<file path="config.mk">
export PLATFORM = sky130hd
export DESIGN_NAME = lesf_scan_ctrl
export DESIGN_NICKNAME = d
export VERILOG_FILES = /design/src/rtl/core/lesf_pkg.sv /design/src/rtl/core/lesf_scan_ctrl.sv
export VERILOG_INCLUDE_DIRS = /design/src /design/src/rtl/core
export SDC_FILE = /design/constraint.sdc
export NUM_CORES = 1
export LEC_CHECK = 0
export BUFFER_PORTS_ARGS = -buffer_cell sky130_fd_sc_hd__buf_2
export CAP_MARGIN = 0
export CORE_ASPECT_RATIO = 1.75
export CORE_MARGIN = 2
export CORE_UTILIZATION = 59
export DETAILED_ROUTE_END_ITERATION = 10
export GPL_TIMING_DRIVEN = 0
export HOLD_SLACK_MARGIN = 0.03
export PLACE_DENSITY = 0.84
export RECOVER_POWER = 25
export SLEW_MARGIN = 20
export SYNTH_ARGS = -nofsm -noshare
export SYNTH_HDL_FRONTEND = slang
export SYNTH_SLANG_ARGS = --single-unit
</file>
<file path="constraint.sdc">
create_clock -name clk -period 4.5 [get_ports clk]
set_input_delay 0.225 -clock clk [delete_from_list [all_inputs] [get_ports clk]]
set_output_delay 0.225 -clock clk [all_outputs]
set_load 0.02 [all_outputs]
</file>
<file path="src/rtl/core/assert_macros.svh">
// assertion helpers shared by the core
`ifndef ASSERT_MACROS_SVH
`define ASSERT_MACROS_SVH

// implication checked at every clock edge outside reset
`define ASSERT_IMPL(label, clk, rst_n, cond, prop, msg) \
    label: assert property (@(posedge clk) disable iff (!rst_n) (cond) |-> (prop)) \
        else $error(msg);

// implication checked in the cycle after the condition
`define ASSERT_NEXT(label, clk, rst_n, cond, prop, msg) \
    label: assert property (@(posedge clk) disable iff (!rst_n) (cond) |=> (prop)) \
        else $error(msg);

`endif

</file>
<file path="src/rtl/core/lesf_pkg.sv">
package lesf_pkg;

    localparam int MAX_SIDE = 1024;
    localparam int SIDE_W   = $clog2(MAX_SIDE + 1);
    localparam int POS_W    = (MAX_SIDE > 1) ? $clog2(MAX_SIDE) : 1;
    localparam int CHAR_W   = 8;
    localparam int CFG_W    = 11;

    localparam logic [CHAR_W-1:0] EMPTY_CHAR = 8'd46;

    typedef struct packed {
        logic             valid;
        logic             empty;
        logic [POS_W-1:0] row;
        logic [POS_W-1:0] col;
        logic             last_col;
        logic             last;
    } item_t;

    typedef struct packed {
        logic             en;
        logic [POS_W-1:0] addr;
    } rd_t;

    typedef struct packed {
        logic              en;
        logic [POS_W-1:0]  addr;
        logic [SIDE_W-1:0] data;
    } wr_t;

endpackage

</file>
<file path="src/rtl/core/lesf_scan_ctrl.sv">
`include "assert_macros.svh"

module lesf_scan_ctrl (
    input  logic                        clk,
    input  logic                        rst_n,
    input  logic                        cfg_wr,
    input  logic [lesf_pkg::CFG_W-1:0]  grid_side,
    input  logic                        cell_valid,
    input  logic [lesf_pkg::CHAR_W-1:0] cell_char,
    input  logic                        out_busy,
    output logic                        cell_stall,
    output lesf_pkg::item_t             item,
    output lesf_pkg::rd_t               rd
);

    logic [lesf_pkg::POS_W-1:0] side_m1_reg, side_m1_next;
    logic [lesf_pkg::POS_W-1:0] row_reg, row_next;
    logic [lesf_pkg::POS_W-1:0] col_reg, col_next;
    lesf_pkg::item_t            item_reg, item_next;
    logic                       is_last_col;
    logic                       is_last;
    logic                       accept;
    logic [lesf_pkg::CFG_W-1:0] side_eff;

    // clamp the written side to 1..MAX_SIDE
    always_comb
    begin
        if (grid_side == '0)
        begin
            side_eff = lesf_pkg::CFG_W'(1);
        end
        else if (grid_side > lesf_pkg::CFG_W'(lesf_pkg::MAX_SIDE))
        begin
            side_eff = lesf_pkg::CFG_W'(lesf_pkg::MAX_SIDE);
        end
        else
        begin
            side_eff = grid_side;
        end
    end

    assign is_last_col = (col_reg == side_m1_reg);
    assign is_last     = is_last_col && (row_reg == side_m1_reg);

    // a grid-ending word waits until the result path has room
    assign cell_stall = is_last && out_busy;
    assign accept     = cell_valid && !cell_stall;

    always_comb
    begin
        side_m1_next = side_m1_reg;
        row_next     = row_reg;
        col_next     = col_reg;
        if (cfg_wr)
        begin
            side_m1_next = lesf_pkg::POS_W'(side_eff - lesf_pkg::CFG_W'(1));
            row_next     = '0;
            col_next     = '0;
        end
        else if (accept)
        begin
            if (is_last_col)
            begin
                col_next = '0;
                row_next = is_last ? '0 : row_reg + lesf_pkg::POS_W'(1);
            end
            else
            begin
                col_next = col_reg + lesf_pkg::POS_W'(1);
            end
        end
    end

    always_comb
    begin
        item_next          = item_reg;
        item_next.valid    = accept;
        if (accept)
        begin
            item_next.empty    = (cell_char == lesf_pkg::EMPTY_CHAR);
            item_next.row      = row_reg;
            item_next.col      = col_reg;
            item_next.last_col = is_last_col;
            item_next.last     = is_last;
        end
    end

    always_ff @(posedge clk or negedge rst_n)
    begin
        if (!rst_n)
        begin
            side_m1_reg <= '0;
            row_reg     <= '0;
            col_reg     <= '0;
            item_reg    <= '0;
        end
        else
        begin
            side_m1_reg <= side_m1_next;
            row_reg     <= row_next;
            col_reg     <= col_next;
            item_reg    <= item_next;
        end
    end

    assign item    = item_reg;
    assign rd.en   = accept;
    assign rd.addr = col_reg;

    `ASSERT_NEXT(a_col_step, clk, rst_n, accept && !is_last_col && !cfg_wr,
        col_reg == $past(col_reg) + lesf_pkg::POS_W'(1), "column did not advance")
    `ASSERT_NEXT(a_last_flag, clk, rst_n, accept && is_last && !cfg_wr,
        item_reg.last && row_reg == '0 && col_reg == '0, "grid end not flagged")

endmodule

</file>
==> results.sh <==
export IMPL_clock_latency_ns=0.30
export IMPL_grt_antenna_before_repair=0
export IMPL_p_switching_uw=236
export IMPL_tightest_slew_ns=2.76
export IMPL_antennaDiodeCount=0
export IMPL_layout_min_cycle_time_ns=2.91
export IMPL_detail_route_antenna_nets=0
export IMPL_routed_top_layer="met4"
export IMPL_combinational_cell_fraction_of_total_power_pct=13.3
export IMPL_synth_warn=0
export IMPL_wl_per_cell_um=17.2
export IMPL_final_hold_viol_count=0
export IMPL_cts_inserted_buffers=5
export IMPL_first_global_vias=2531
export IMPL_drt_total_wl_mm=7.29
export IMPL_synth_seq_cells=54
export IMPL_maxCapViolCount=1
export IMPL_tns_ns=0
export IMPL_outcome="complete, but fails checks"
export IMPL_share_of_cells_above_drive_strength_1_pct=18.2
export IMPL_power_leakage_uw=0.00162
export IMPL_grt_start_max_net_pins=55
export IMPL_finish_instance_area_um2=3490
export IMPL_drt_initial_drc_count=99
export IMPL_dpl_cell_area_um2=3410
export IMPL_p_seq_share_pct=58.3
export IMPL_viasPerCell=6.15
export IMPL_internal_cell_power_uw=651
export IMPL_rsz0062_at_grt="false"
export IMPL_setup_violations=0
export IMPL_power_density_nw_per_um2=254
export IMPL_largest_register_ffs=24
export IMPL_cts_root_buf="sky130_fd_sc_hd__clkbuf_8"
export IMPL_gp_congestion=0.915
export IMPL_post_synth_inst_count=303
export IMPL_synth_net_count=330
export IMPL_timing_critical_path_slowest_stage_cell="sky130_fd_sc_hd__clkbuf_1"
export IMPL_met3WireLength_um=309
export IMPL_maximum_achievable_frequency_mhz=344
export IMPL_netlist_cell_type_count=49
export IMPL_placeableCoreArea_um2=4980
export IMPL_nets=396
export IMPL_design_die_area_um2=5780
export IMPL_maxSlewHeadroom_pct=-83.8
export IMPL_floorplan_rows=34
export IMPL_clock_skew_final_ns=0.00399
export IMPL_grt_usage_pct=27.7
export IMPL_timing_critical_path_required_ns=4.33
export IMPL_drcViolationCount=0
export IMPL_synth_yosys_seq_area_share_pct=44.3
export IMPL_worstPathBufferInverterCount=2
export IMPL_min_delay_path_class="input port to flip-flop"
export IMPL_critPathMaxStageDelay_ns=1.94
export IMPL_cp_max_fo=54
export IMPL_post_cts_resized=0
export IMPL_met2WireLength_mm=4.07
export IMPL_io_pins=60
export IMPL_synth_area_leaders="sky130_fd_sc_hd__dfrtp_1 (44%), sky130_fd_sc_hd__mux2_1 (8.5%), sky130_fd_sc_hd__xnor2_1 (4.6%), sky130_fd_sc_hd__o211ai_1 (3.2%), sky130_fd_sc_hd__nor2_1 (3.0%)"
export IMPL_placed_cells_incl_taps=415
export IMPL_cts_path_max_buffers=2
export IMPL_layout_worst_path_cycle_share_pct=64.6
export IMPL_synth_top_cell_area_share_pct=44.3
export IMPL_fin_ws_ns=1.59
export IMPL_crit_type="input port to asynchronous set/reset pin"
export IMPL_clock_edge_transition_at_the_registers_on_the_reported_setup_and_hold_paths_ns=0.09
export IMPL_syn_area_per_cell_um2=10.1
export IMPL_cts_tree="built"
export IMPL_finalNonFillerCells=423
export IMPL_start_kind="input port"
export IMPL_floorplan_initialDensity_pct=61.3
export IMPL_top_reg_cell_synth="sky130_fd_sc_hd__dfrtp_1"
export IMPL_fin_hold_ws_ns=0.291
export IMPL_synth_top_cell_by_area="sky130_fd_sc_hd__dfrtp_1"
export IMPL_crit_path_end_kind="asynchronous set/reset pin"
export IMPL_share_clk_of_total_power_pct=28.4
export IMPL_timing_critical_path_arrival_ns=2.73
export IMPL_die_height_um=99.1
export IMPL_h_tree_depth=2
export IMPL_crit_family="buffers and inverters"
export IMPL_post_synthesis_cell_area_um2=3050
export IMPL_detailedPlace_worstSlack_ns=2.17
export IMPL_switching_share_pct=26.6
export IMPL_die_w_um=58.4
export IMPL_failing_checks="capacitance limit, slew limit"
export IMPL_vdd_ir_drop_worst_uv=202
export IMPL_worstPathCellList="dlygate4sd3_1, clkbuf_1"
export IMPL_first_pass_grt_wire_length_mm=12.2
export IMPL_drt_pre_antenna_iters=4
export IMPL_drv_slew=55
export IMPL_postSynth_asyncResetShare_pct=100
export IMPL_num_fill_cells=423
export IMPL_placement_io_buffers=58
export IMPL_num_vias=2600
export IMPL_synth_enable_flop_cells=0
export IMPL_met1_length_mm=2.65
export IMPL_dpl_hpwl_mm=5.62
export IMPL_area_growth_pct=14.4
export IMPL_grt_overflow=0
export IMPL_clock_sinks=54
[placed cells by master (no fill, tap or decap), drive strengths merged, types with 5 or more instances in the layout]
master and instances:
a21oi 15, and3 5, and4 5, buf 55, clkbuf 22, dfrtp 54, inv 10, mux2 24
mux2i 6, nand2 8, nand2b 9, nand3 12, nand4 5, nor2 24, nor3 8, nor4 5
o211ai 13, o21ai 13, o31ai 6, xnor2 16, xor2 10
[Yosys cell counts, types with 4 or more instances]
cell type,instances
sky130_fd_sc_hd__inv_1,9
sky130_fd_sc_hd__o31ai_1,6
sky130_fd_sc_hd__and3_1,5
sky130_fd_sc_hd__o211ai_1,13
sky130_fd_sc_hd__mux2_1,23
sky130_fd_sc_hd__clkbuf_1,10
sky130_fd_sc_hd__mux2i_1,6
sky130_fd_sc_hd__nor2_1,24
sky130_fd_sc_hd__dfrtp_1,54
sky130_fd_sc_hd__nand3_1,12
sky130_fd_sc_hd__o21ai_0,6
sky130_fd_sc_hd__and4_1,5
sky130_fd_sc_hd__nand4_1,5
sky130_fd_sc_hd__o21ai_1,7
sky130_fd_sc_hd__nand2b_1,9
sky130_fd_sc_hd__nor3_1,8
sky130_fd_sc_hd__a21oi_1,15
sky130_fd_sc_hd__or3_1,4
sky130_fd_sc_hd__xor2_1,10
sky130_fd_sc_hd__nand2_1,8
sky130_fd_sc_hd__xnor2_1,16
[power groups by stage]
| stage | Combinational [uW] | Clock [uW] | Sequential [uW] |
|---|---|---|---|
| 5_1_grt | 131 | 274 | 519 |
| 6_report | 117 | 252 | 517 |
| 2_1_floorplan | 68.3 | 0 | 527 |
| 4_1_cts | 119 | 260 | 516 |
| 3_3_place_gp | 115 | 0 | 525 |
| 3_5_place_dp | 118 | 0 | 526 |
[per-stage QoR]
stage / util, % / power (uW)
2_1_floorplan: - / 595
3_3_place_gp: 68.5 / 640
3_5_place_dp: 68.5 / 644
4_1_cts: 70.3 / 896
5_1_grt: 70.1 / 925
6_report: 70.1 / 887
[final timing paths]
path / from / endpoint / slack, ns / cells after the start
max: rst_n / row_reg[2] / 1.59 / 2
min: grid_side[9] / side_m1_reg[9] / 0.29 / 3
max reg2reg: row_reg[7] / item[10] / 2.16 / 6
min reg2reg: item[16] / item[16] / 0.49 / 1
max in group clk: row_reg[7] / cell_stall / 1.93 / 6
min in group asynchronous: rst_n / item[11] / 1.33 / 2
[layer usage]
| metal | track usage, % | up-vias |
|---|---|---|
| li1 | - | 1246 |
| met1 | 32.0 | 1243 |
| met2 | 49.2 | 91 |
| met3 | 3.25 | 20 |
| met4 | 13.1 | 0 |
| met5 | 0 | - |
[cell type report]
cell class / instances / area, um2 / area share [%]
Timing Repair Buffer: 59 / 292 / 8.36
Clock buffer: 5 / 68.8 / 1.97
Clock inverter: 2 / 10.0 / 0.287
Sequential cell: 54 / 1350 / 38.7
Buffer: 14 / 65.1 / 1.87
Tap cell: 54 / 67.6 / 1.94
Inverter: 10 / 37.5 / 1.08
Multi-Input combinational cell: 225 / 1600 / 45.8
[logic make-up after synthesis]
group	count (synthesis)	share of synthesized area [%]
and+or+nand+nor	101	18.6
DFF	54	44.3
xor gates and xnor gates	26	7.46
adders and majority gates	3	1.23
buffers and inverters	24	3.36
muxes	30	10.8
AOI/OAI and AO/OA	65	14.2
[repair_timing]
item | in CTS | in global routing
buffers inserted | 0 | 0
hold endpoints to repair | 54 | 0
hold buffers | 1 | 0
Power figures use the tool's default switching activity.
