File: src/rtl/core/assert_macros.svh
// assertion helpers shared by the core
`ifndef ASSERT_MACROS_SVH
`define ASSERT_MACROS_SVH

// implication checked at every clock edge outside reset
`define ASSERT_IMPL(label, clk, rst_n, cond, prop, msg) \
    label: assert property (@(posedge clk) disable iff (!rst_n) (cond) |-> (prop)) \
        else $error(msg);

// implication checked in the cycle after the condition
`define ASSERT_NEXT(label, clk, rst_n, cond, prop, msg) \
    label: assert property (@(posedge clk) disable iff (!rst_n) (cond) |=> (prop)) \
        else $error(msg);

`endif

File: src/rtl/core/lesf_pkg.sv
package lesf_pkg;

    localparam int MAX_SIDE = 1024;
    localparam int SIDE_W   = $clog2(MAX_SIDE + 1);
    localparam int POS_W    = (MAX_SIDE > 1) ? $clog2(MAX_SIDE) : 1;
    localparam int CHAR_W   = 8;
    localparam int CFG_W    = 11;

    localparam logic [CHAR_W-1:0] EMPTY_CHAR = 8'd46;

    typedef struct packed {
        logic             valid;
        logic             empty;
        logic [POS_W-1:0] row;
        logic [POS_W-1:0] col;
        logic             last_col;
        logic             last;
    } item_t;

    typedef struct packed {
        logic             en;
        logic [POS_W-1:0] addr;
    } rd_t;

    typedef struct packed {
        logic              en;
        logic [POS_W-1:0]  addr;
        logic [SIDE_W-1:0] data;
    } wr_t;

endpackage

File: src/rtl/core/lesf_dp_stage.sv
`include "assert_macros.svh"

module lesf_dp_stage (
    input  logic                        clk,
    input  logic                        rst_n,
    input  logic                        cfg_wr,
    input  lesf_pkg::item_t             item,
    input  lesf_pkg::rd_t               rd,
    input  logic [lesf_pkg::SIDE_W-1:0] rdata,
    input  logic                        result_stall,
    output lesf_pkg::wr_t               wr,
    output logic                        out_busy,
    output logic                        result_valid,
    output logic [lesf_pkg::SIDE_W-1:0] square_size,
    output logic [lesf_pkg::POS_W-1:0]  top_row,
    output logic [lesf_pkg::POS_W-1:0]  left_col
);

    logic                        fwd_hit_reg, fwd_hit_next;
    logic [lesf_pkg::SIDE_W-1:0] fwd_data_reg;
    logic [lesf_pkg::SIDE_W-1:0] left_reg, left_next;
    logic [lesf_pkg::SIDE_W-1:0] diag_reg, diag_next;
    logic [lesf_pkg::SIDE_W-1:0] best_size_reg, best_size_next;
    logic [lesf_pkg::POS_W-1:0]  best_row_reg, best_row_next;
    logic [lesf_pkg::POS_W-1:0]  best_col_reg, best_col_next;
    logic                        out_valid_reg, out_valid_next;
    logic [lesf_pkg::SIDE_W-1:0] out_size_reg;
    logic [lesf_pkg::POS_W-1:0]  out_row_reg;
    logic [lesf_pkg::POS_W-1:0]  out_col_reg;
    logic                        skid_valid_reg, skid_valid_next;
    logic [lesf_pkg::SIDE_W-1:0] skid_size_reg;
    logic [lesf_pkg::POS_W-1:0]  skid_row_reg;
    logic [lesf_pkg::POS_W-1:0]  skid_col_reg;
    logic                        pop;
    logic                        load_out_new;
    logic                        load_out_skid;
    logic                        load_skid;
    logic [lesf_pkg::SIDE_W-1:0] up;
    logic [lesf_pkg::SIDE_W-1:0] left;
    logic [lesf_pkg::SIDE_W-1:0] diag;
    logic [lesf_pkg::SIDE_W-1:0] m01;
    logic [lesf_pkg::SIDE_W-1:0] mmin;
    logic [lesf_pkg::SIDE_W-1:0] v;
    logic [lesf_pkg::SIDE_W-1:0] row_top;
    logic [lesf_pkg::SIDE_W-1:0] col_top;
    logic                        emit;

    // store entry written on the same edge as the read is taken from the bypass
    always_comb
    begin
        if (item.row == '0)
        begin
            up = '0;
        end
        else
        begin
            up = fwd_hit_reg ? fwd_data_reg : rdata;
        end
    end

    assign left = (item.col != '0) ? left_reg : '0;
    assign diag = (item.col != '0 && item.row != '0) ? diag_reg : '0;
    assign m01  = (up < left) ? up : left;
    assign mmin = (m01 < diag) ? m01 : diag;
    assign v    = item.empty ? mmin + lesf_pkg::SIDE_W'(1) : '0;

    assign row_top = {1'b0, item.row} + lesf_pkg::SIDE_W'(1) - v;
    assign col_top = {1'b0, item.col} + lesf_pkg::SIDE_W'(1) - v;

    assign wr.en   = item.valid;
    assign wr.addr = item.col;
    assign wr.data = v;

    assign fwd_hit_next = rd.en ? (wr.en && wr.addr == rd.addr) : fwd_hit_reg;
    assign emit         = item.valid && item.last;

    always_comb
    begin
        left_next      = left_reg;
        diag_next      = diag_reg;
        best_size_next = best_size_reg;
        best_row_next  = best_row_reg;
        best_col_next  = best_col_reg;
        if (item.valid)
        begin
            left_next = v;
            diag_next = up;
            if (v > best_size_reg)
            begin
                best_size_next = v;
                best_row_next  = row_top[lesf_pkg::POS_W-1:0];
                best_col_next  = col_top[lesf_pkg::POS_W-1:0];
            end
        end
        if (cfg_wr || (item.valid && item.last_col))
        begin
            left_next = '0;
            diag_next = '0;
        end
    end

    // two-word result buffer: head word on the ports, spare word behind it
    assign pop = out_valid_reg && !result_stall;

    always_comb
    begin
        out_valid_next  = out_valid_reg;
        skid_valid_next = skid_valid_reg;
        load_out_new    = 1'b0;
        load_out_skid   = 1'b0;
        load_skid       = 1'b0;
        if (pop)
        begin
            if (skid_valid_reg)
            begin
                load_out_skid   = 1'b1;
                skid_valid_next = emit;
                load_skid       = emit;
            end
            else
            begin
                out_valid_next = emit;
                load_out_new   = emit;
            end
        end
        else if (emit)
        begin
            if (out_valid_reg)
            begin
                skid_valid_next = 1'b1;
                load_skid       = 1'b1;
            end
            else
            begin
                out_valid_next = 1'b1;
                load_out_new   = 1'b1;
            end
        end
    end

    always_ff @(posedge clk or negedge rst_n)
    begin
        if (!rst_n)
        begin
            fwd_hit_reg    <= 1'b0;
            left_reg       <= '0;
            diag_reg       <= '0;
            best_size_reg  <= '0;
            best_row_reg   <= '0;
            best_col_reg   <= '0;
            out_valid_reg  <= 1'b0;
            skid_valid_reg <= 1'b0;
        end
        else
        begin
            fwd_hit_reg    <= fwd_hit_next;
            left_reg       <= left_next;
            diag_reg       <= diag_next;
            out_valid_reg  <= out_valid_next;
            skid_valid_reg <= skid_valid_next;
            if (cfg_wr || emit)
            begin
                best_size_reg <= '0;
                best_row_reg  <= '0;
                best_col_reg  <= '0;
            end
            else
            begin
                best_size_reg <= best_size_next;
                best_row_reg  <= best_row_next;
                best_col_reg  <= best_col_next;
            end
        end
    end

    always_ff @(posedge clk)
    begin
        if (rd.en)
        begin
            fwd_data_reg <= v;
        end
        if (load_out_skid)
        begin
            out_size_reg <= skid_size_reg;
            out_row_reg  <= skid_row_reg;
            out_col_reg  <= skid_col_reg;
        end
        else if (load_out_new)
        begin
            out_size_reg <= best_size_next;
            out_row_reg  <= best_row_next;
            out_col_reg  <= best_col_next;
        end
        if (load_skid)
        begin
            skid_size_reg <= best_size_next;
            skid_row_reg  <= best_row_next;
            skid_col_reg  <= best_col_next;
        end
    end

    // full after this edge: a grid end taken now could not be stored
    assign out_busy     = skid_valid_next;
    assign result_valid = out_valid_reg;
    assign square_size  = out_size_reg;
    assign top_row      = out_row_reg;
    assign left_col     = out_col_reg;

    `ASSERT_IMPL(a_no_overrun, clk, rst_n, emit, !(skid_valid_reg && result_stall),
        "result overwritten while waiting")
    `ASSERT_IMPL(a_new_word_src, clk, rst_n, out_valid_reg && !$past(out_valid_reg),
        $past(emit), "result word without a grid end")
    `ASSERT_IMPL(a_skid_order, clk, rst_n, skid_valid_reg, out_valid_reg,
        "spare result without a head word")
    `ASSERT_IMPL(a_size_fits, clk, rst_n, item.valid,
        v <= {1'b0, item.row} + lesf_pkg::SIDE_W'(1)
        && v <= {1'b0, item.col} + lesf_pkg::SIDE_W'(1), "square exceeds its corner")

endmodule

File: config.mk
export PLATFORM = sky130hd
export DESIGN_NAME = lesf_dp_stage
export DESIGN_NICKNAME = d
export VERILOG_FILES = /design/src/rtl/core/lesf_pkg.sv /design/src/rtl/core/lesf_dp_stage.sv
export VERILOG_INCLUDE_DIRS = /design/src /design/src/rtl/core
export SDC_FILE = /design/constraint.sdc
export NUM_CORES = 1
export LEC_CHECK = 0
export ABC_AREA = 1
export BUFFER_PORTS_ARGS = -buffer_cell sky130_fd_sc_hd__buf_2
export CAP_MARGIN = 15
export CORE_MARGIN = 1
export CORE_UTILIZATION = 45
export DETAILED_ROUTE_END_ITERATION = 6
export SYNTH_ARGS = -nofsm -noshare
export SYNTH_HDL_FRONTEND = slang
export SYNTH_SLANG_ARGS = --single-unit
File: constraint.sdc
create_clock -name clk -period 11.92 [get_ports clk]
set_input_delay 1.788 -clock clk [delete_from_list [all_inputs] [get_ports clk]]
set_output_delay 1.788 -clock clk [all_outputs]
set_load 0.05 [all_outputs]
==> results.yml, run 1 <==
sta:
  worst_pin_slew_ns: 1.089
  rsz0062_at_grt: "false"
  setup_viol: 0
  fin_crit_sh_pct: 75.12
  fmax_mhz: 111.7
  drv_slew: 0
  period_minus_slack_ns: 8.954
  slew_headroom_pct: 27.20
  fin_skew_ns: 0.008715
  setup_tns_ns: 0
  hold_viol: 0
power_and_ir_drop:
  pwr-share-seq_pct: 33.5
  power.share.switching_pct: 38.60
  switchingPower_mw: 0.7501
  p_comb_share_pct: 39.8
  clkPwrFrac_pct: 26.7
  power_leakage_nw: 4.300
  p_total_mw: 1.943
  p_per_area_nw_per_um2: 218.0
  vdd_ir_drop_max_uv: 129.5
  p_int_mw: 1.193
route:
  drt_iter0_drc: 357
  wl_um: 19120
  antenna_left: 0
  wl_per_cell_um: 16.06
  vias_per_cell: 5.066
  drtPass1Iterations: 5
  via_count: 6029
  wl_met3_um: 1192
  top_layer_used: "met4"
  routed-wl-met2_um: 8759
  drc: 0
  wl_met1_um: 8952
logic_synthesis:
  async_flop_share_pct: 43.41
  synth_edf_count: 73
  synth_cell_types: 42
  syn_area_per_cell_um2: 8.873
  syn_inst: 863
  synth_fp_nets: 980
  yosys_warnings: 0
  synth-seq-area-share_pct: 46.93
  syn_area_um2: 7657
  synth-seq-cells: 129
  ys.flop_type: "edfxtp_1"
floorplan:
  start_util_pct: 46.17
  dieWidth_um: 132.4
  die_y_um: 132.4
  fp.dieArea_um2: 17540
  rows: 47
  core_um2: 16580
  ioPinCount: 105
critical_path:
  cp-end-kind: "output pin"
  endpoint: "wr[8]"
  slowest_delay_ns: 0.41
  r2r_end: "top_row[0]"
  crit_required_ns: 10.13
  worstRegToRegCells: 37
  rrSetupSlack_ns: 4.38
  slowest_stage: "nor3_1"
  crit_type: "in2out"
  path_max_fanout: 16
  cp_data_arrival_time_ns: 7.17
  startpoint: "item[21]"
  cpMostUsedCell: "nand2_1"
  startpoint_type: "input port"
  timing.rr.start: "fwd_hit_reg"
job:
  maxCapViolCount: 0
status:
  outcome: "finished, final reports clean"
clocking:
  post_cts_buffers: 0
  clock_path_buffers: 2
  clkSlewWorstSetupHoldPaths_ns: 0.05
  cts-resized-gates: 0
  cts_root_buf: "clkbuf_16"
  cts_made_buffers: 17
  cts_tree: "yes"
  worstSkewPairLatency_ns: 0.42
  cts_hold_buf: 0
  h-tree-depth: 4
  clkSinkCount: 129
final_layout:
  fillers: 1558
  area_delta_synth_final_pct: 16.42
  antenna_cells: 0
  ff_latch_area_um2: 3593
  fin_cells: 1190
  fin_nets: 1074
  drive_gt1_share_pct: 18.87
  final_common_cell: "nand2_1"
  multi_input_area_um2: 3383
  final_cell_mix: "nand2_1 (184), inv_1 (124), buf_2 (104)"
grt:
  antenna_found_initial: 0
  grtUsageTotal_pct: 23.15
  grt_overflow: 0
  grt_pass1_vias: 5732
  grt_pass1_wl_um: 30650
  grt_max_degree: 57
worst_hold_path:
  hp-class: "reg2reg"
placed_design:
  port_buffers: 104
  place_inst: 1157
  dpl.hpwl_um: 14060
  gp_congestion: 0.9022
## through the flow
step / setup slack, ns / util [%] / hold slack (ns) / cell area (um2)
finish: 2.966 / 53.76 / 0.5188 / 8915
global route: 2.547 / 53.76 / 0.5393 / 8915
CTS: 2.843 / 53.59 / 0.5190 / 8887
detailed placement: 2.412 / 50.11 / 0.5069 / 8309
global placement: 2.497 / 50.11 / 0.5040 / 8309
floorplan: 3.680 / - / 0.4872 / 7657
## per-layer routing
layer | global-route usage (%) | vias up
met3 | 5.249 | 14
met1 | 32.73 | 2827
met5 | 0 | -
li1 | - | 3010
met4 | 5.939 | 0
met2 | 35.94 | 178
## layout make-up
type,instances,share of cell area (%)
clock buffer,21,4.940
timing repair buffer,110,6.568
multi-input combinational,566,37.95
inverter,133,5.600
tap,220,3.088
clock inverter,11,1.544
sequential,129,40.31
## worst min path at each step
stage | from | end | slack [ns] | cells after the start
floorplan | diag_reg[5] | diag_reg[5] | 0.49 | 2
global placement | skid_size_reg[7] | square_size[7] | 0.50 | 2
detailed placement | skid_size_reg[7] | square_size[7] | 0.51 | 2
CTS | skid_size_reg[7] | square_size[7] | 0.52 | 2
global route | skid_size_reg[9] | square_size[9] | 0.54 | 2
finish | skid_size_reg[7] | square_size[7] | 0.52 | 2
## power groups by stage
stage,clock [mW],combinational (mW),sequential [mW]
after floorplan,0,0.470,0.768
after global placement,0,0.752,0.659
after detailed placement,0,0.760,0.659
after CTS,0.529,0.766,0.652
after global routing,0.546,0.874,0.661
final,0.518,0.774,0.651
## cells in the mapped netlist, types with 2 or more instances
cell / instances / area share (%)
nand2_1: 184 / 9.0
inv_1: 124 / 6.1
nor2_1: 75 / 3.7
edfxtp_1: 73 / 29
ha_1: 65 / 11
o21ai_0: 61 / 4.0
dfrtp_1: 56 / 18
nand3_1: 26 / 1.7
a21oi_1: 24 / 1.6
clkbuf_1: 19 / 0.93
o22ai_1: 17 / 1.4
o21ai_1: 14 / 0.92
or2_2: 12 / 0.98
xor2_1: 12 / 1.4
buf_4: 11 / 1.1
xnor2_1: 11 / 1.3
nand4_1: 10 / 0.82
nand2_2: 9 / 0.74
inv_2: 6 / 0.29
mux2i_1: 5 / 0.65
o21bai_1: 5 / 0.49
o32ai_1: 5 / 0.57
nand3_2: 4 / 0.52
nor2_4: 4 / 0.59
a211oi_1: 3 / 0.29
buf_2: 3 / 0.20
clkinv_1: 3 / 0.15
and3_1: 2 / 0.16
fa_1: 2 / 0.52
mux2i_4: 2 / 0.59
nand2_4: 2 / 0.29
nand3b_1: 2 / 0.20
nor2_2: 2 / 0.16
nor4_1: 2 / 0.16
## logic make-up (layout without fill, tap and decap cells)
group	after synthesis	in the layout	share of synthesized area [%]
xor gates and xnor gates	23	23	2.631
adders and majority gates	67	67	11.14
AOI/OAI and AO/OA	133	133	9.820
DFF	129	129	46.93
muxes	7	7	1.242
buffers and inverters	168	275	8.922
and+or+nand+nor	336	336	19.31
## worst max-delay path: cells and delay by family
kind / cells / cell delay [ns]
compound gates: 3 / 0.60
fa+ha+maj: 3 / 0.85
buf+inv: 6 / 1.06
simple gates: 17 / 2.85
No activity file was read; power rests on OpenSTA's default activity.
==> run 2, diff against run 1 <==
--- a/config.mk
+++ b/config.mk
@@ -12,6 +12,7 @@
 export CORE_MARGIN = 1
 export CORE_UTILIZATION = 45
 export DETAILED_ROUTE_END_ITERATION = 6
+export PLACE_DENSITY = 0.67
 export SYNTH_ARGS = -nofsm -noshare
 export SYNTH_HDL_FRONTEND = slang
 export SYNTH_SLANG_ARGS = --single-unit
==> constraint.sdc (replaced) <==
create_clock -name clk -period 7.64 [get_ports clk]
set_input_delay 1.146 -clock clk [delete_from_list [all_inputs] [get_ports clk]]
set_output_delay 1.146 -clock clk [all_outputs]
set_load 0.05 [all_outputs]
==> run 2 against run 1 <==
Worst hold slack got worse by 0.0034 ns. Global-route usage increased by 0.29 points. Core utilization increased by 2.5 points. Sequential cell count unchanged. Die area unchanged. Sequential share of layout area decreased by 1.8 points. Register-to-register slack got worse by 3.6 ns. Total power increased by 60%. Clock skew increased by 0.0040 ns. Count of clock-buffer cells in the layout decreased by 2. Via count increased by 3.4%. Clock power increased by 53%. Largest cell class unchanged. Largest power group unchanged.
==> results.yml, run 2 (synthesized netlist as in run 1, its figures left out) <==
status:
  outcome: "finished, final reports clean"
critical_path:
  timing.rr.start: "fwd_hit_reg"
  cp-end-kind: "register"
  startpoint: "item[8]"
  slowest_stage: "ha_1"
  cpMostUsedCell: "nand2_1"
  rrSetupSlack_ns: 0.80
  slowest_delay_ns: 0.33
  r2r_end: "left_col[1]"
  worstRegToRegCells: 39
  critPathBufInv: 9
  crit_type: "in2reg"
  cp_data_arrival_time_ns: 7.24
  crit_cells: 46
  endpoint: "left_col[1]"
  startpoint_type: "input port"
  crit_required_ns: 7.77
  crit_family: "simple AND/OR/NAND/NOR gates"
  path_max_fanout: 21
sta:
  fmax_mhz: 140.8
  fin_crit_sh_pct: 92.98
  worst_pin_slew_ns: 1.057
  fin_skew_ns: 0.01276
  setup_viol: 0
  drv_slew: 0
  fin_ws_ns: 0.5367
  period_minus_slack_ns: 7.103
  hold_viol: 0
  slew_headroom_pct: 29.34
  setup_tns_ns: 0
worst_hold_path:
  hold_start: "skid_size_reg[9]"
  hp-class: "reg2reg"
power_and_ir_drop:
  power_leakage_nw: 4.502
  p_per_area_nw_per_um2: 333.5
  vdd_ir_drop_max_uv: 211.1
floorplan:
  fp.dieArea_um2: 17540
  start_util_pct: 46.17
  ioPinCount: 105
  rows: 47
  dieWidth_um: 132.4
  core_um2: 16580
  die_y_um: 132.4
job:
  maxCapViolCount: 0
clocking:
  cts_tree: "yes"
  h-tree-depth: 4
  clkSlewWorstSetupHoldPaths_ns: 0.06
  worstSkewPairLatency_ns: 0.42
  clock_path_buffers: 2
  cts_made_buffers: 17
  cts_root_buf: "clkbuf_16"
  cts_hold_buf: 0
  clkSinkCount: 129
final_layout:
  fillers: 1517
  fin_nets: 1114
  final_cell_mix: "nand2_1 (184), inv_1 (122), buf_2 (104)"
  final_common_cell: "nand2_1"
  multi_input_area_um2: 3471
  area_delta_synth_final_pct: 21.78
  drive_gt1_share_pct: 23.96
  ff_latch_area_um2: 3593
route:
  vias_per_cell: 5.067
  wl_um: 19740
  top_layer_used: "met5"
  wl_met1_um: 8807
  via_count: 6237
  wl_per_cell_um: 16.03
  antenna_left: 0
  drt_iter0_drc: 376
  wl_met3_um: 1277
  drtPass1Iterations: 5
  routed-wl-met2_um: 9315
  drc: 0
placed_design:
  gp_congestion: 0.9075
  dpl.hpwl_um: 14740
  post-place-ws_ns: -0.2142
  port_buffers: 104
grt:
  antenna_found_initial: 2
  grt_max_degree: 57
  grt_overflow: 0
  grt_pass1_wl_um: 31140
  grtUsageTotal_pct: 23.44
  grt_pass1_vias: 5971
==> run 2: cell count changes in the layout (fill, tap and decap cells not counted), moves of 3 or more <==
| cell | delta |
|---|---|
| nand3_1 | -3 |
| buf_4 | +39 |
| clkinv_4 | +3 |
| o21ai_0 | -6 |
| clkbuf_1 | -3 |
| o21ai_1 | +5 |
==> run 2: area by class of cell <==
type	count	area share [%]
sequential	129	38.53
multi-input combinational	566	37.22
timing repair buffer	150	9.607
inverter	133	5.447
clock buffer	19	4.750
tap	220	2.952
clock inverter	13	1.463
antenna	1	0.02683
==> run 2: per-stage QoR <==
stage	utilization, %	hold slack [ns]	cell area, um2	instances	power, mW
global placement	51.77	0.5016	8584	1192	2.246
floorplan	-	0.4872	7657	863	1.932
global route	56.22	0.5472	9323	1230	3.311
detailed placement	51.77	0.5025	8584	1192	2.266
CTS	55.26	0.5168	9164	1224	3.072
finish	56.23	0.5154	9325	1231	3.110
==> run 2: tightest hold or removal path: cells and delay by family, from the launching register on <==
| kind | cells | cell delay [ns] |
|---|---|---|
| simple gates | 2 | 0.10 |
| flops | 1 | 0.31 |
==> run 2: where the power goes <==
group / internal [mW] / switching (mW)
Combinational: 0.432 / 0.869
Clock: 0.488 / 0.307
Sequential: 0.979 / 0.0368
Total: 1.90 / 1.21
==> run 2: how the worst min path moves through the flow <==
| stage | to | depth (start not counted) |
|---|---|---|
| 2_1_floorplan | diag_reg[5] | 2 |
| 3_3_place_gp | diag_reg[8] | 2 |
| 3_5_place_dp | square_size[9] | 2 |
| 4_1_cts | square_size[9] | 2 |
| 5_1_grt | top_row[8] | 2 |
| 6_report | square_size[9] | 2 |
==> run 2: timing repair <==
item,CTS,global route
buffers inserted,0,5
gates resized for setup,0,27
setup endpoints to repair,0,67
==> run 2: routing by layer <==
| metal | track usage [%] | vias to the layer above |
|---|---|---|
| li1 | - | 3101 |
| met1 | 30.45 | 2914 |
| met2 | 38.54 | 191 |
| met3 | 6.130 | 29 |
| met4 | 6.833 | 2 |
| met5 | 0 | - |
==> run 3, diff against run 2 <==
--- a/config.mk
+++ b/config.mk
@@ -11,6 +11,7 @@
 export CAP_MARGIN = 15
 export CORE_MARGIN = 1
 export CORE_UTILIZATION = 45
+export CTS_BUF_LIST = sky130_fd_sc_hd__clkbuf_16
 export DETAILED_ROUTE_END_ITERATION = 6
 export PLACE_DENSITY = 0.67
 export SYNTH_ARGS = -nofsm -noshare
==> run 3 against run 2 <==
Sequential power about the same. Core utilization decreased by 0.060 points. Clock skew about the same. Sequential share of layout area about the same. Total power decreased by 0.41%. Maximum frequency decreased by 0.27%.
==> results.yml, run 3 (synthesized netlist as in run 1, its figures left out) <==
grt:
  met1_usage_pct: 30.60
  top_usage_layer: "met2"
  antenna_found_initial: 2
  grt_pass1_wl_um: 31090
  grtUsageTotal_pct: 23.41
  use_met2_pct: 38.25
  grt_overflow: 0
  grt_max_degree: 57
  grt_pass1_vias: 5950
  gr-usage-met3_pct: 6.130
critical_path:
  r2r_end: "left_col[1]"
  cpMostUsedCell: "nand2_1"
  path_max_fanout: 21
  cp-end-kind: "register"
  timing.rr.start: "fwd_hit_reg"
  slowest_stage: "ha_1"
  crit_required_ns: 7.77
  startpoint_type: "input port"
  worstRegToRegCells: 39
  cp_data_arrival_time_ns: 7.26
  rrSetupSlack_ns: 0.80
  crit_type: "in2reg"
  endpoint: "left_col[1]"
  startpoint: "item[21]"
  slowest_delay_ns: 0.32
final_layout:
  final_cell_mix: "nand2_1 (184), inv_1 (123), buf_2 (104)"
  fin_nets: 1114
  fillers: 1520
  drive_gt1_share_pct: 23.86
  final_util_pct: 56.17
  final_common_cell: "nand2_1"
  area_delta_synth_final_pct: 21.65
  fin_area_um2: 9315
placed_design:
  post-place-ws_ns: -0.2142
  gp_congestion: 0.9075
  port_buffers: 104
  dpl.hpwl_um: 14740
  placed_cell_area_um2: 8584
status:
  outcome: "finished, final reports clean"
floorplan:
  core_um2: 16580
  die_y_um: 132.4
  start_util_pct: 46.17
  ioPinCount: 105
  fp.dieArea_um2: 17540
  rows: 47
  dieWidth_um: 132.4
power_and_ir_drop:
  vdd_ir_drop_max_uv: 210.0
  p_per_area_nw_per_um2: 332.5
  switchingPower_mw: 1.211
  pwr-share-seq_pct: 32.8
  power.share.switching_pct: 39.08
  power_leakage_nw: 4.500
  clkPwrFrac_pct: 25.3
  p_comb_share_pct: 41.9
  p_int_mw: 1.887
sta:
  worst_pin_slew_ns: 1.079
  setup_tns_ns: 0
  drv_slew: 0
  setup_viol: 0
  hold_viol: 0
  slew_headroom_pct: 27.92
  fin_ws_ns: 0.5172
  fin_skew_ns: 0.01276
  period_minus_slack_ns: 7.123
  fin_crit_sh_pct: 93.23
  fmax_mhz: 140.4
clocking:
  clkSinkCount: 129
  cts_tree: "yes"
  clkSlewWorstSetupHoldPaths_ns: 0.06
  h-tree-depth: 4
  clock_path_buffers: 2
  cts_hold_buf: 0
  cts_made_buffers: 17
  cts_root_buf: "clkbuf_16"
  worstSkewPairLatency_ns: 0.42
worst_hold_path:
  hp-class: "reg2reg"
route:
  antenna_left: 0
  vias_per_cell: 5.033
  drc: 0
  drtPass1Iterations: 5
  via_count: 6196
  drt_iter0_drc: 398
  wl_um: 19700
  wl_per_cell_um: 16.00
job:
  maxCapViolCount: 0
## run 3: cell types whose count changed in the layout (fill, tap and decap cells not counted), sizes merged
cell and delta:
clkbuf -2, clkinv +1, inv +1
## run 3: worst max-delay path, delay by kind of cell
family,cells,cell delay [ns]
buffers and inverters,10,1.04
and+or+nand+nor,23,2.51
AOI/OAI and AO/OA,9,1.51
adders and majority gates,4,1.01
## run 3: area by class of cell
cell class              count  area (um2)  share of cell area (%)
clock buffers              17       425.4                   4.567
diodes                      1       2.502                 0.02686
well taps                 220       275.3                   2.955
multi-input cells         566        3471                   37.26
clock inverters            15       143.9                   1.545
repair buffers            150       895.9                   9.617
inverters                 133       508.0                   5.453
flip-flops and latches    129        3593                   38.58
## run 3: worst min-delay path by stage
| stage | start | slack (ns) | endpoint | cells after the start |
|---|---|---|---|---|
| 2_1_floorplan | diag_reg[5] | 0.49 | diag_reg[5] | 2 |
| 3_3_place_gp | diag_reg[8] | 0.50 | diag_reg[8] | 2 |
| 3_5_place_dp | skid_size_reg[9] | 0.50 | square_size[9] | 2 |
| 4_1_cts | skid_size_reg[9] | 0.52 | square_size[9] | 2 |
| 5_1_grt | skid_row_reg[8] | 0.55 | top_row[8] | 2 |
| 6_report | skid_size_reg[9] | 0.52 | square_size[9] | 2 |
## run 3: metal layers
metal | wire length (um) | share of wire (%)
met1 | 8863 | 45
met3 | 1246 | 6.3
met2 | 9250 | 47
met5 | 10 | 0.051
met4 | 327 | 1.7
## run 3: through the flow
| stage | hold slack, ns | power [mW] | std cells |
|---|---|---|---|
| 2_1_floorplan | 0.4872 | 1.932 | 863 |
| 3_3_place_gp | 0.5016 | 2.246 | 1192 |
| 3_5_place_dp | 0.5025 | 2.266 | 1192 |
| 4_1_cts | 0.5168 | 3.059 | 1224 |
| 5_1_grt | 0.5472 | 3.298 | 1230 |
| 6_report | 0.5157 | 3.098 | 1231 |
## run 3: timing repair
item                       CTS  global route
setup buffers                0             5
setup endpoints to repair    0            67
resized for setup            0            27
## run 3: power by group through the flow
stage / Combinational [mW] / Sequential, mW / Clock, mW
final: 1.30 / 1.02 / 0.783
after CTS: 1.25 / 1.02 / 0.791
after detailed placement: 1.24 / 1.03 / 0
after global placement: 1.22 / 1.02 / 0
after global routing: 1.45 / 1.03 / 0.822
after floorplan: 0.733 / 1.20 / 0
